===== config.mk =====
export PLATFORM = sky130hd
export DESIGN_NAME = chm_controller
export DESIGN_NICKNAME = d
export VERILOG_FILES = /design/src/rtl/chm_pkg.sv /design/src/rtl/chm_controller.sv
export SDC_FILE = /design/constraint.sdc
export NUM_CORES = 1
export LEC_CHECK = 0
export ABC_AREA = 1
export BUFFER_PORTS_ARGS = -buffer_cell sky130_fd_sc_hd__buf_4
export CAP_MARGIN = 10
export CORE_AREA = 4 4 47 49
export CTS_CLUSTER_SIZE = 28
export DETAILED_ROUTE_END_ITERATION = 7
export DIE_AREA = 0 0 51 53
export GPL_TIMING_DRIVEN = 1
export PLACE_DENSITY = 0.76
export REMOVE_ABC_BUFFERS = 1
export SKIP_LAST_GASP = 1
export SYNTH_ARGS = -nofsm -noshare
export SYNTH_HDL_FRONTEND = slang
export SYNTH_SLANG_ARGS = --single-unit

===== constraint.sdc =====
create_clock -name aclk -period 1.3 [get_ports aclk]
set_input_delay 0.13 -clock aclk [delete_from_list [all_inputs] [get_ports aclk]]
set_output_delay 0.13 -clock aclk [all_outputs]
set_load 0.01 [all_outputs]

===== src/rtl/chm_pkg.sv =====
// ----------------------------------------------------------------------------
// chm_pkg
// Shared codes, constants and control/status bundles for the chained hash map.
// ----------------------------------------------------------------------------
package chm_pkg;

    localparam int OP_W     = 2;
    localparam int STATUS_W = 2;

    // operation codes
    localparam logic [OP_W-1:0] OP_INSERT   = 2'd0;
    localparam logic [OP_W-1:0] OP_REMOVE   = 2'd1;
    localparam logic [OP_W-1:0] OP_LOOKUP   = 2'd2;
    localparam logic [OP_W-1:0] OP_RESERVED = 2'd3;

    // result status codes
    localparam logic [STATUS_W-1:0] STATUS_DONE    = 2'd0;
    localparam logic [STATUS_W-1:0] STATUS_MISS    = 2'd1;
    localparam logic [STATUS_W-1:0] STATUS_FULL    = 2'd2;
    localparam logic [STATUS_W-1:0] STATUS_IGNORED = 2'd3;

    // key fold shifts for the bucket hash
    localparam int HASH_SHIFT_HI = 16;
    localparam int HASH_SHIFT_LO = 8;

    typedef enum logic [1:0] {
        RD_HEAD,
        RD_LINK,
        RD_FREE
    } rd_sel_t;

    typedef struct packed {
        logic                clr_step;
        logic                load;
        logic                hash_step;
        logic                head_rd;
        logic                head_load;
        logic                ent_rd;
        rd_sel_t             rd_sel;
        logic                advance;
        logic                update_val;
        logic                unlink_prev;
        logic                unlink_head;
        logic                push_free;
        logic                alloc_free;
        logic                alloc_fresh;
        logic                write_new;
        logic                resp;
        logic [STATUS_W-1:0] resp_status;
    } cmd_t;

    typedef struct packed {
        logic            ignored;
        logic            hash_done;
        logic            head_ok;
        logic            key_match;
        logic            link_ok;
        logic            prev_ok;
        logic            free_ok;
        logic            fresh_ok;
        logic            out_free;
        logic            clr_last;
        logic [OP_W-1:0] op;
    } sts_t;

endpackage


===== src/rtl/chm_controller.sv =====
// ----------------------------------------------------------------------------
// chm_controller
// Sequencer for head clearing, hashing, chain walk and list updates.
// ----------------------------------------------------------------------------
module chm_controller (
    input  logic          aclk,
    input  logic          aresetn,
    input  logic          s_valid,
    output logic          s_ready,
    input  chm_pkg::sts_t sts,
    output chm_pkg::cmd_t cmd
);

    typedef enum logic [3:0] {
        S_CLEAR,
        S_IDLE,
        S_HASH,
        S_HEAD,
        S_CMP,
        S_NEW,
        S_ALLOC,
        S_WRITE,
        S_UNLINK,
        S_PUSH,
        S_RESP
    } state_t;

    state_t                       state_reg;
    state_t                       state_next;
    logic [chm_pkg::STATUS_W-1:0] status_reg;
    logic [chm_pkg::STATUS_W-1:0] status_next;
    logic                         miss_insert;

    assign miss_insert = (sts.op == chm_pkg::OP_INSERT);

    always_ff @(posedge aclk) begin
        if (!aresetn) begin
            state_reg  <= S_CLEAR;
            status_reg <= chm_pkg::STATUS_DONE;
        end else begin
            state_reg  <= state_next;
            status_reg <= status_next;
        end
    end

    assign s_ready = (state_reg == S_IDLE);

    always_comb begin
        cmd         = '0;
        state_next  = state_reg;
        status_next = status_reg;
        unique case (state_reg)
            S_CLEAR: begin
                cmd.clr_step = 1'b1;
                if (sts.clr_last) begin
                    state_next = S_IDLE;
                end
            end
            S_IDLE: begin
                if (s_valid) begin
                    cmd.load   = 1'b1;
                    state_next = S_HASH;
                end
            end
            S_HASH: begin
                if (sts.ignored) begin
                    status_next = chm_pkg::STATUS_IGNORED;
                    state_next  = S_RESP;
                end else if (sts.hash_done) begin
                    cmd.head_rd = 1'b1;
                    state_next  = S_HEAD;
                end else begin
                    cmd.hash_step = 1'b1;
                end
            end
            S_HEAD: begin
                cmd.head_load = 1'b1;
                if (sts.head_ok) begin
                    cmd.ent_rd = 1'b1;
                    cmd.rd_sel = chm_pkg::RD_HEAD;
                    state_next = S_CMP;
                end else if (miss_insert) begin
                    state_next = S_NEW;
                end else begin
                    status_next = chm_pkg::STATUS_MISS;
                    state_next  = S_RESP;
                end
            end
            S_CMP: begin
                if (sts.key_match) begin
                    case (sts.op)
                        chm_pkg::OP_LOOKUP: begin
                            status_next = chm_pkg::STATUS_DONE;
                            state_next  = S_RESP;
                        end
                        chm_pkg::OP_REMOVE: begin
                            state_next = S_UNLINK;
                        end
                        default: begin
                            cmd.update_val = 1'b1;
                            status_next    = chm_pkg::STATUS_DONE;
                            state_next     = S_RESP;
                        end
                    endcase
                end else begin
                    cmd.advance = 1'b1;
                    if (sts.link_ok) begin
                        cmd.ent_rd = 1'b1;
                        cmd.rd_sel = chm_pkg::RD_LINK;
                    end else if (miss_insert) begin
                        state_next = S_NEW;
                    end else begin
                        status_next = chm_pkg::STATUS_MISS;
                        state_next  = S_RESP;
                    end
                end
            end
            S_NEW: begin
                if (sts.free_ok) begin
                    cmd.ent_rd = 1'b1;
                    cmd.rd_sel = chm_pkg::RD_FREE;
                    state_next = S_ALLOC;
                end else if (sts.fresh_ok) begin
                    cmd.alloc_fresh = 1'b1;
                    state_next      = S_WRITE;
                end else begin
                    status_next = chm_pkg::STATUS_FULL;
                    state_next  = S_RESP;
                end
            end
            S_ALLOC: begin
                cmd.alloc_free = 1'b1;
                state_next     = S_WRITE;
            end
            S_WRITE: begin
                cmd.write_new = 1'b1;
                status_next   = chm_pkg::STATUS_DONE;
                state_next    = S_RESP;
            end
            S_UNLINK: begin
                if (sts.prev_ok) begin
                    cmd.unlink_prev = 1'b1;
                end else begin
                    cmd.unlink_head = 1'b1;
                end
                state_next = S_PUSH;
            end
            S_PUSH: begin
                cmd.push_free = 1'b1;
                status_next   = chm_pkg::STATUS_DONE;
                state_next    = S_RESP;
            end
            S_RESP: begin
                if (sts.out_free) begin
                    cmd.resp        = 1'b1;
                    cmd.resp_status = status_reg;
                    state_next      = S_IDLE;
                end
            end
            default: begin
                state_next = S_IDLE;
            end
        endcase
    end

endmodule


==> results.sh, run 1 <==
export IMPL_r2r_start="state_reg[3]$_SDFFE_PN0P_"
export IMPL_hold_violations=0
export IMPL_status="complete, but fails checks"
export IMPL_totalPowerFinal_mw=2.033
export IMPL_syn2layout_area_growth_pct=92.59
export IMPL_first_pass_iters=6
export IMPL_synth_top_cell_area_share_pct=17.13
export IMPL_tightest_slew_ps=334.1
export IMPL_synth_distinct_cells=20
export IMPL_drive_gt1_share_pct=54.25
export IMPL_crit_top_cell="nand2_1"
export IMPL_worstSkewPairLatency_ps=250
export IMPL_setup_viol_count_final=24
export IMPL_netlist_area_um2=810.8
export IMPL_yosys_area_top_type="nand2_1"
export IMPL_antenna_found_initial=0
export IMPL_coreArea_um2=1862
export IMPL_fillCellCount=114
export IMPL_finClkSkew_ps=2.097
export IMPL_largest_reg_flops=4
export IMPL_cts_tree="yes"
export IMPL_hold_depth=3
export IMPL_cts_buffers_inserted=3
export IMPL_fin_nets=231
export IMPL_timing_hold_ws_ps=136.8
export IMPL_cap_violations=0
export IMPL_seq_area_frac_synth_pct=14.81
export IMPL_syn_inst=153
export IMPL_rr_worst_depth=10
export IMPL_synthTopCellsByArea="nand2_1 (17%), dfxtp_1 (15%), inv_1 (13%), nor2_1 (13%), nand3_1 (12%)"
export IMPL_crit_buf_inv=3
export IMPL_fmax_mhz=680.9
export IMPL_drc_errors=0
export IMPL_vdd_drop_max_uv=1310
export IMPL_yosys_area_share_adder_pct=3.086
export IMPL_rsz0062_at_grt="true"
export IMPL_min_to="status_reg[0]$_SDFFE_PN0P_"
export IMPL_rr_endpoint="state_reg[3]$_SDFFE_PN0P_"
export IMPL_rrSetupSlack_ps=-170
export IMPL_gr_usage_all_layers_pct=22.28
export IMPL_critical_path_top_delay_family="simple AND/OR/NAND/NOR gates"
export IMPL_drt_iter0_drc=94
export IMPL_synth_mux_area_share_pct=0
export IMPL_antenna_left=0
export IMPL_synth_top_family_by_area="simple AND/OR/NAND/NOR gates"
export IMPL_ys_seq_elements=6
export IMPL_gp_congestion=0.9180
export IMPL_insertedDiodeCount=0
export IMPL_layout_setup_ws_ps=-168.6
export IMPL_p_per_area_nw_per_um2=1302
export IMPL_synth_xor_area_share_pct=0
export IMPL_critical_path_class="reg -> reg"
export IMPL_start_util_pct=43.55
export IMPL_path_cells="inv_4, buf_4, nand2_4, nor2_4, nand2_1, nand2_1, inv_1, nand3_1, nand2_1, a21oi_2"
export IMPL_cts_hold_buf=0
export IMPL_violations="negative setup slack"
export IMPL_fin_tns_setup_ps=-2494
export IMPL_layout_cells_most_common_list="buf_4 (41), nand2_1 (28), inv_1 (23), nand3_1 (15), buf_6 (15)"
export IMPL_clock_root_buffer="clkbuf_4"
export IMPL_drv_slew=0
export IMPL_portBuffers=34
export IMPL_cp_slowest_cell="dfxtp_4"
export IMPL_final_common_cell="buf_4"
export IMPL_ys_warn_count=0
export IMPL_die_area_um2=2703
export IMPL_min_period_ps=1469
export IMPL_synth_compound_area_share_pct=6.636
export IMPL_syn_avg_cell_area_um2=5.299
export IMPL_clockBufferDepth=2
export IMPL_num_vias=1295
export IMPL_grt_pass1_vias=1063
export IMPL_cp_start_kind="flop"
export IMPL_hold_class="in -> reg"
export IMPL_hpwlAfterDp_mm=2.247
export IMPL_viasPerCell=5.418
export IMPL_die_w_um=51
export IMPL_critPathCaptureType="flop"
export IMPL_synth_ff_type="dfxtp_1"
export IMPL_drt_wl_total_mm=3.716
export IMPL_synth_edf_count=0
export IMPL_cp_max_fo=7
export IMPL_path_clk_slew_ps=50
export IMPL_arrival_ps=1640
export IMPL_synth_simple_area_share_pct=61.11
export IMPL_required_ps=1470
export IMPL_grt_max_degree=8
export IMPL_slowest_delay_ps=360
export IMPL_die_y_um=53
export IMPL_min_delay_start="aresetn"
export IMPL_wl_per_cell_um=15.55
export IMPL_cellLeakagePower_nw=0.8550
export IMPL_post_route_period_util_pct=113.0
export IMPL_rows=16
export IMPL_grt_ovfl_total=0
export IMPL_htreeDepth=1
export IMPL_max_slew_margin_rel_pct=77.73
export IMPL_grt_pass1_wl_mm=4.526
export IMPL_async_flop_share_pct=0
export IMPL_io_pins=35
export IMPL_cts_sinks=6
-- cells in the mapped netlist (2+ instances only) --
| master | instances |
|---|---|
| nor2_2 | 2 |
| ha_1 | 2 |
| inv_2 | 3 |
| nand3_2 | 2 |
| nand3_1 | 20 |
| nor2_1 | 27 |
| a21oi_1 | 6 |
| inv_1 | 28 |
| nand2_2 | 2 |
| dfxtp_1 | 6 |
| nor2_4 | 4 |
| o21ai_0 | 3 |
| nor3_1 | 4 |
| nand2_1 | 37 |
| nand3b_1 | 2 |
-- worst reg2reg max path, cell delays in order (launching register included) --
cell and delay, ps:
dfxtp_4 360, inv_4 80, buf_4 130, nand2_4 90, nor2_4 220, nand2_1 90, nand2_1 90, inv_1 50
nand3_1 90, nand2_1 80, a21oi_2 120
-- repair_timing --
action,4_1_cts,5_1_grt
setup endpoints to repair,22,26
endpoints found under the hold margin,0,0
buffers inserted,4,4
pin swaps,8,14
resized for setup,39,42
-- final cells by class --
cell class / instances / area, um^2 / area share [%]
timing repair buffer: 56 / 476.7 / 30.53
multi-input combinational: 116 / 764.5 / 48.96
tap: 27 / 33.78 / 2.163
inverter: 31 / 128.9 / 8.253
clock buffer: 3 / 22.52 / 1.442
sequential: 6 / 135.1 / 8.654
-- worst max-delay path by stage --
stage | startpoint | to | slack [ps] | depth (start not counted)
floorplan | state_reg[2]$_SDFFE_PN0P_ | status_reg[1]$_SDFFE_PN0P_ | 70 | 9
detailed placement | state_reg[1]$_SDFFE_PN0P_ | status_reg[1]$_SDFFE_PN0P_ | -160 | 9
finish | state_reg[3]$_SDFFE_PN0P_ | state_reg[3]$_SDFFE_PN0P_ | -170 | 10
CTS | state_reg[1]$_SDFFE_PN0P_ | cmd[15] | -110 | 6
global route | state_reg[3]$_SDFFE_PN0P_ | state_reg[3]$_SDFFE_PN0P_ | -240 | 10
global placement | state_reg[1]$_SDFFE_PN0P_ | status_reg[1]$_SDFFE_PN0P_ | -140 | 9
-- report_power, final --
part           leakage [nW]  total [mW]  internal [mW]  switching [mW]
Combinational         0.789        1.47          0.617           0.854
Sequential           0.0519       0.385          0.270           0.115
Clock                0.0138       0.177          0.105          0.0721
Total                 0.855        2.03          0.992            1.04
-- through the flow --
step | area (um^2) | utilization (%) | worst slack, ps | instances
6_report | 1562 | 83.87 | -168.6 | 239
3_3_place_gp | 1212 | 65.12 | -139.1 | 229
5_1_grt | 1562 | 83.87 | -240.0 | 239
4_1_cts | 1374 | 73.79 | -108.8 | 235
3_5_place_dp | 1212 | 65.12 | -159.2 | 229
2_1_floorplan | 810.8 | - | 65.96 | 153
-- cell families (layout without fill, tap and decap cells) --
group | count (synthesis) | count (layout)
AND/OR/NAND/NOR | 104 | 104
buffers and inverters | 31 | 90
AO/OA/AOI/OAI | 10 | 10
flip-flops | 6 | 6
adder cells (fa/ha/maj) | 2 | 2
-- metal layers --
metal	vias to the layer above	track usage, %	share of wire [%]
li1	599	-	-
met1	572	25.63	36
met2	93	39.48	50
met3	31	2.254	8.6
met4	0	13.45	6.1
met5	-	0	0
Note: power is estimated with default switching activity, not from simulation.
==> run 2: changes to the inputs <==
clock period = 1.5 ns   (was 1.3 ns; I/O delays follow)
==> run 2 against run 1 <==
Effect of this change: the flow now finishes without violations; global-route usage is 2.2 points lower; final cell count shrank 7.5%; flip-flop and latch count unchanged; critical path depth decreased by 4; register-to-register slack better by 290 ps; sequential power fell by 24%; via count decreased by 16%; clock skew barely moved; utilization fell by 19 points; routed wire length is 31% lower; critical endpoint is now cmd[0]; largest cell class unchanged.
==> results.sh, run 2 (synthesized netlist as in run 1, its figures left out) <==
export IMPL_cts_buffers_inserted=3
export IMPL_coreArea_um2=1862
export IMPL_cellLeakagePower_nw=0.7180
export IMPL_path_clk_slew_ps=50
export IMPL_hold_class="in -> reg"
export IMPL_tightest_slew_ps=288.1
export IMPL_htreeDepth=1
export IMPL_arrival_ps=1290
export IMPL_drc_errors=0
export IMPL_clock_root_buffer="clkbuf_4"
export IMPL_post_route_period_util_pct=96.29
export IMPL_finClkSkew_ps=1.835
export IMPL_final_common_cell="buf_4"
export IMPL_cap_violations=0
export IMPL_viasPerCell=4.896
export IMPL_hpwlAfterDp_mm=2.153
export IMPL_io_pins=35
export IMPL_gp_congestion=0.9208
export IMPL_slowest_delay_ps=340
export IMPL_layout_setup_ws_ps=55.67
export IMPL_hold_violations=0
export IMPL_max_slew_margin_rel_pct=80.72
export IMPL_drive_gt1_share_pct=37.11
export IMPL_vdd_drop_max_uv=868.3
export IMPL_grt_pass1_wl_mm=4.098
export IMPL_critical_path_class="reg -> out"
export IMPL_p_per_area_nw_per_um2=1072
export IMPL_cp_max_fo=5
export IMPL_fmax_mhz=692.4
export IMPL_die_y_um=53
export IMPL_syn2layout_area_growth_pct=48.92
export IMPL_wl_per_cell_um=11.60
export IMPL_largest_reg_flops=4
export IMPL_grt_pass1_vias=982
export IMPL_cts_hold_buf=0
export IMPL_layout_cells_most_common_list="buf_4 (38), nand2_1 (35), inv_1 (26), nor2_1 (22), nand3_1 (19)"
export IMPL_setup_viol_count_final=0
export IMPL_grt_ovfl_total=0
export IMPL_clockBufferDepth=2
export IMPL_die_w_um=51
export IMPL_drt_iter0_drc=23
export IMPL_fin_tns_setup_ps=0
export IMPL_start_util_pct=43.55
export IMPL_gr_usage_all_layers_pct=20.12
export IMPL_cp_start_kind="flop"
export IMPL_die_area_um2=2703
export IMPL_status="complete, no violations"
export IMPL_grt_max_degree=8
export IMPL_required_ps=1350
export IMPL_num_vias=1082
export IMPL_cts_sinks=6
export IMPL_rsz0062_at_grt="true"
export IMPL_portBuffers=34
export IMPL_first_pass_iters=4
export IMPL_antenna_left=0
export IMPL_cts_tree="yes"
export IMPL_path_cells="inv_2, nand2_1, nor2_2, inv_1, nor3_2, buf_4"
export IMPL_fin_nets=213
export IMPL_worstSkewPairLatency_ps=240
export IMPL_insertedDiodeCount=0
export IMPL_cp_slowest_cell="dfxtp_2"
export IMPL_pre_cts_ws_ps=33.04
export IMPL_rows=16
export IMPL_antenna_found_initial=0
export IMPL_critPathCaptureType="output port"
export IMPL_min_period_ps=1444
export IMPL_drt_wl_total_mm=2.564
export IMPL_drv_slew=0
-- run 2: final timing paths --
kind / start / end / slack (ps) / cells after the start
worst max-delay path: state_reg[0]$_SDFFE_PN0P_ / cmd[0] / 60 / 6
worst min-delay path: aresetn / status_reg[1]$_SDFFE_PN0P_ / 160 / 3
worst max register to register: state_reg[1]$_SDFFE_PN0P_ / status_reg[1]$_SDFFE_PN0P_ / 120 / 8
worst min register to register: status_reg[0]$_SDFFE_PN0P_ / status_reg[0]$_SDFFE_PN0P_ / 470 / 2
-- run 2: repair_timing --
action | in CTS | in global routing
setup endpoints to repair | 2 | 17
resized for setup | 2 | 17
cloned | 0 | 0
setup buffers | 0 | 3
pin swaps | 0 | 4
endpoints found under the hold margin | 0 | 0
-- run 2: critical path, delay by kind of cell (launching register included) --
kind | cells | cell delay [ps]
flops | 1 | 340
buf+inv | 3 | 320
simple gates | 3 | 380
-- run 2: final cells by class --
type	count	area (um^2)
well taps	27	33.78
repair buffers	38	285.3
inverters	31	116.4
flip-flops and latches	6	125.1
multi-input cells	116	624.3
clock buffers	3	22.52
fillers	193	654.4
-- run 2: metrics by stage --
step	cells	instance area (um^2)	power, mW	hold slack [ps]	utilization (%)
2_1_floorplan	153	810.8	0.7945	270.7	-
3_3_place_gp	215	1107	1.051	399.9	59.48
3_5_place_dp	215	1107	1.065	395.5	59.48
4_1_cts	218	1137	1.225	151.8	61.09
5_1_grt	221	1207	1.403	145.6	64.85
6_report	221	1207	1.294	158.8	64.85
-- run 2: metal layers --
metal	part of all wire [%]	track usage (%)	up-vias
met2	51	36.05	46
li1	-	-	557
met5	0	0	-
met4	2.4	12.56	0
met1	41	23.23	473
met3	5.5	1.127	6
-- run 2: power breakdown --
part | internal, mW | total (mW) | switching, mW | leakage, nW
Clock | 0.0905 | 0.149 | 0.0582 | 0.0138
Combinational | 0.329 | 0.853 | 0.524 | 0.654
Sequential | 0.225 | 0.293 | 0.0677 | 0.0507
Total | 0.644 | 1.29 | 0.650 | 0.718
==> run 3: changes to the inputs <==
CORE_AREA = 2 2 45 47   (was 4 4 47 49)
DIE_AREA = 0 0 47 49   (was 0 0 51 53)
==> run 3 against run 2 <==
Effect of this change: total power decreased by 1.6%; sequential power about the same; via count decreased by 1.0%; first-iteration DRC count increased by 100%; critical path type unchanged; largest cell class unchanged.
==> results.sh, run 3 (synthesized netlist as in run 1, its figures left out) <==
export IMPL_drc_errors=0
export IMPL_antenna_found_initial=0
export IMPL_cp_max_fo=5
export IMPL_grt_max_degree=8
export IMPL_status="complete, no violations"
export IMPL_p_per_area_nw_per_um2=1068
export IMPL_cts_sinks=6
export IMPL_sw_frac_of_total_pct=49.86
export IMPL_cts_buffers_inserted=3
export IMPL_critical_path_class="reg -> out"
export IMPL_clockBufferDepth=2
export IMPL_final_util_pct=64.74
export IMPL_rows=16
export IMPL_cts_tree="yes"
export IMPL_largest_reg_flops=4
export IMPL_first_pass_iters=4
export IMPL_arrival_ps=1300
export IMPL_p_sw_uw=635.0
export IMPL_tightest_slew_ps=284.9
export IMPL_die_w_um=47
export IMPL_cap_violations=0
export IMPL_die_y_um=49
export IMPL_totalPowerFinal_mw=1.274
export IMPL_cp_start_kind="flop"
export IMPL_pre_cts_ws_ps=19.08
export IMPL_drt_iter0_drc=47
export IMPL_syn2layout_area_growth_pct=47.07
export IMPL_gp_congestion=0.9900
export IMPL_antenna_left=0
export IMPL_hold_violations=0
export IMPL_layout_setup_ws_ps=52.24
export IMPL_gr_usage_all_layers_pct=21.38
export IMPL_required_ps=1350
export IMPL_grt_pass1_vias=913
export IMPL_final_common_cell="buf_4"
export IMPL_portBuffers=34
export IMPL_clkPwrFrac_pct=11.6
export IMPL_drive_gt1_share_pct=35.57
export IMPL_setup_viol_count_final=0
export IMPL_post_route_period_util_pct=96.52
export IMPL_drv_slew=0
export IMPL_hold_class="in -> reg"
export IMPL_max_slew_margin_rel_pct=80.93
export IMPL_cellLeakagePower_nw=0.7045
export IMPL_layout_cells_most_common_list="buf_4 (38), nand2_1 (35), inv_1 (27), nor2_1 (23), nand3_1 (20)"
export IMPL_comb_power_share_pct=65.6
export IMPL_insertedDiodeCount=0
export IMPL_htreeDepth=1
export IMPL_worstSkewPairLatency_ps=240
export IMPL_vdd_drop_max_uv=790.8
export IMPL_num_vias=1071
export IMPL_p_seq_share_pct=22.9
export IMPL_critPathCaptureType="output port"
export IMPL_grt_pass1_wl_mm=3.746
export IMPL_fin_nets=213
export IMPL_path_clk_slew_ps=50
export IMPL_start_util_pct=44.02
export IMPL_io_pins=35
export IMPL_min_period_ps=1448
export IMPL_coreArea_um2=1842
export IMPL_hpwlAfterDp_mm=1.964
export IMPL_wl_per_cell_um=10.64
export IMPL_drt_wl_total_mm=2.352
export IMPL_clock_root_buffer="clkbuf_4"
export IMPL_viasPerCell=4.846
export IMPL_rsz0062_at_grt="true"
export IMPL_die_area_um2=2303
export IMPL_internal_power_uw=638.7
export IMPL_fmax_mhz=690.7
export IMPL_finClkSkew_ps=9.987
export IMPL_grt_ovfl_total=0
export IMPL_cts_hold_buf=0
-- run 3: worst max-delay path: stages (launching register included) --
cell     delay (ps)
dfxtp_2         340
nor2_1          260
nand2_1         170
nor3_1          160
buf_4           150
-- run 3: through the flow --
step / TNS [ps] / instance area [um^2] / cells / hold WS (ps)
floorplan: 0 / 810.8 / 153 / 270.7
global placement: 0 / 1107 / 215 / 398.7
detailed placement: 0 / 1107 / 215 / 405.0
CTS: 0 / 1140 / 218 / 161.7
global route: -46.27 / 1192 / 221 / 174.4
finish: 0 / 1192 / 221 / 159.2
-- run 3: cell type report --
cell class                 count  area (um^2)
inverter                      31        116.4
fill                         167        649.4
multi-input combinational    116        609.3
clock buffer                   3        22.52
timing repair buffer          38        285.3
tap                           27        33.78
sequential                     6        125.1
-- run 3: path summary, 6_finish.rpt --
| check | start | depth (start not counted) | endpoint | slack, ps |
|---|---|---|---|---|
| hold reg to reg | status_reg[0]$_SDFFE_PN0P_ | 2 | status_reg[0]$_SDFFE_PN0P_ | 480 |
| setup reg to reg | state_reg[0]$_SDFFE_PN0P_ | 8 | status_reg[1]$_SDFFE_PN0P_ | 140 |
| setup / recovery | state_reg[0]$_SDFFE_PN0P_ | 4 | cmd[9] | 50 |
| hold / removal | aresetn | 3 | status_reg[0]$_SDFFE_PN0P_ | 160 |
-- run 3: power by group through the flow --
stage	clock network (mW)	logic (mW)	registers (mW)
final	0.148	0.835	0.291
after global routing	0.165	0.921	0.303
after CTS	0.149	0.786	0.274
after detailed placement	0	0.771	0.273
after global placement	0	0.770	0.270
after floorplan	0	0.534	0.260
-- run 3: metal layers --
layer | vias to the layer above | GRT usage (%) | routed length, um
met5 | - | 0 | 0
met4 | 0 | 7.407 | 25
met3 | 4 | 1.481 | 143
met2 | 40 | 34.25 | 1168
met1 | 469 | 29.28 | 1015
li1 | 558 | - | -
-- run 3: repair_timing --
| item | in CTS | in global routing |
|---|---|---|
| buffers inserted | 0 | 3 |
| pin swaps | 0 | 2 |
| setup endpoints to repair | 3 | 16 |
| resized for setup | 3 | 12 |
| hold endpoints to repair | 0 | 0 |
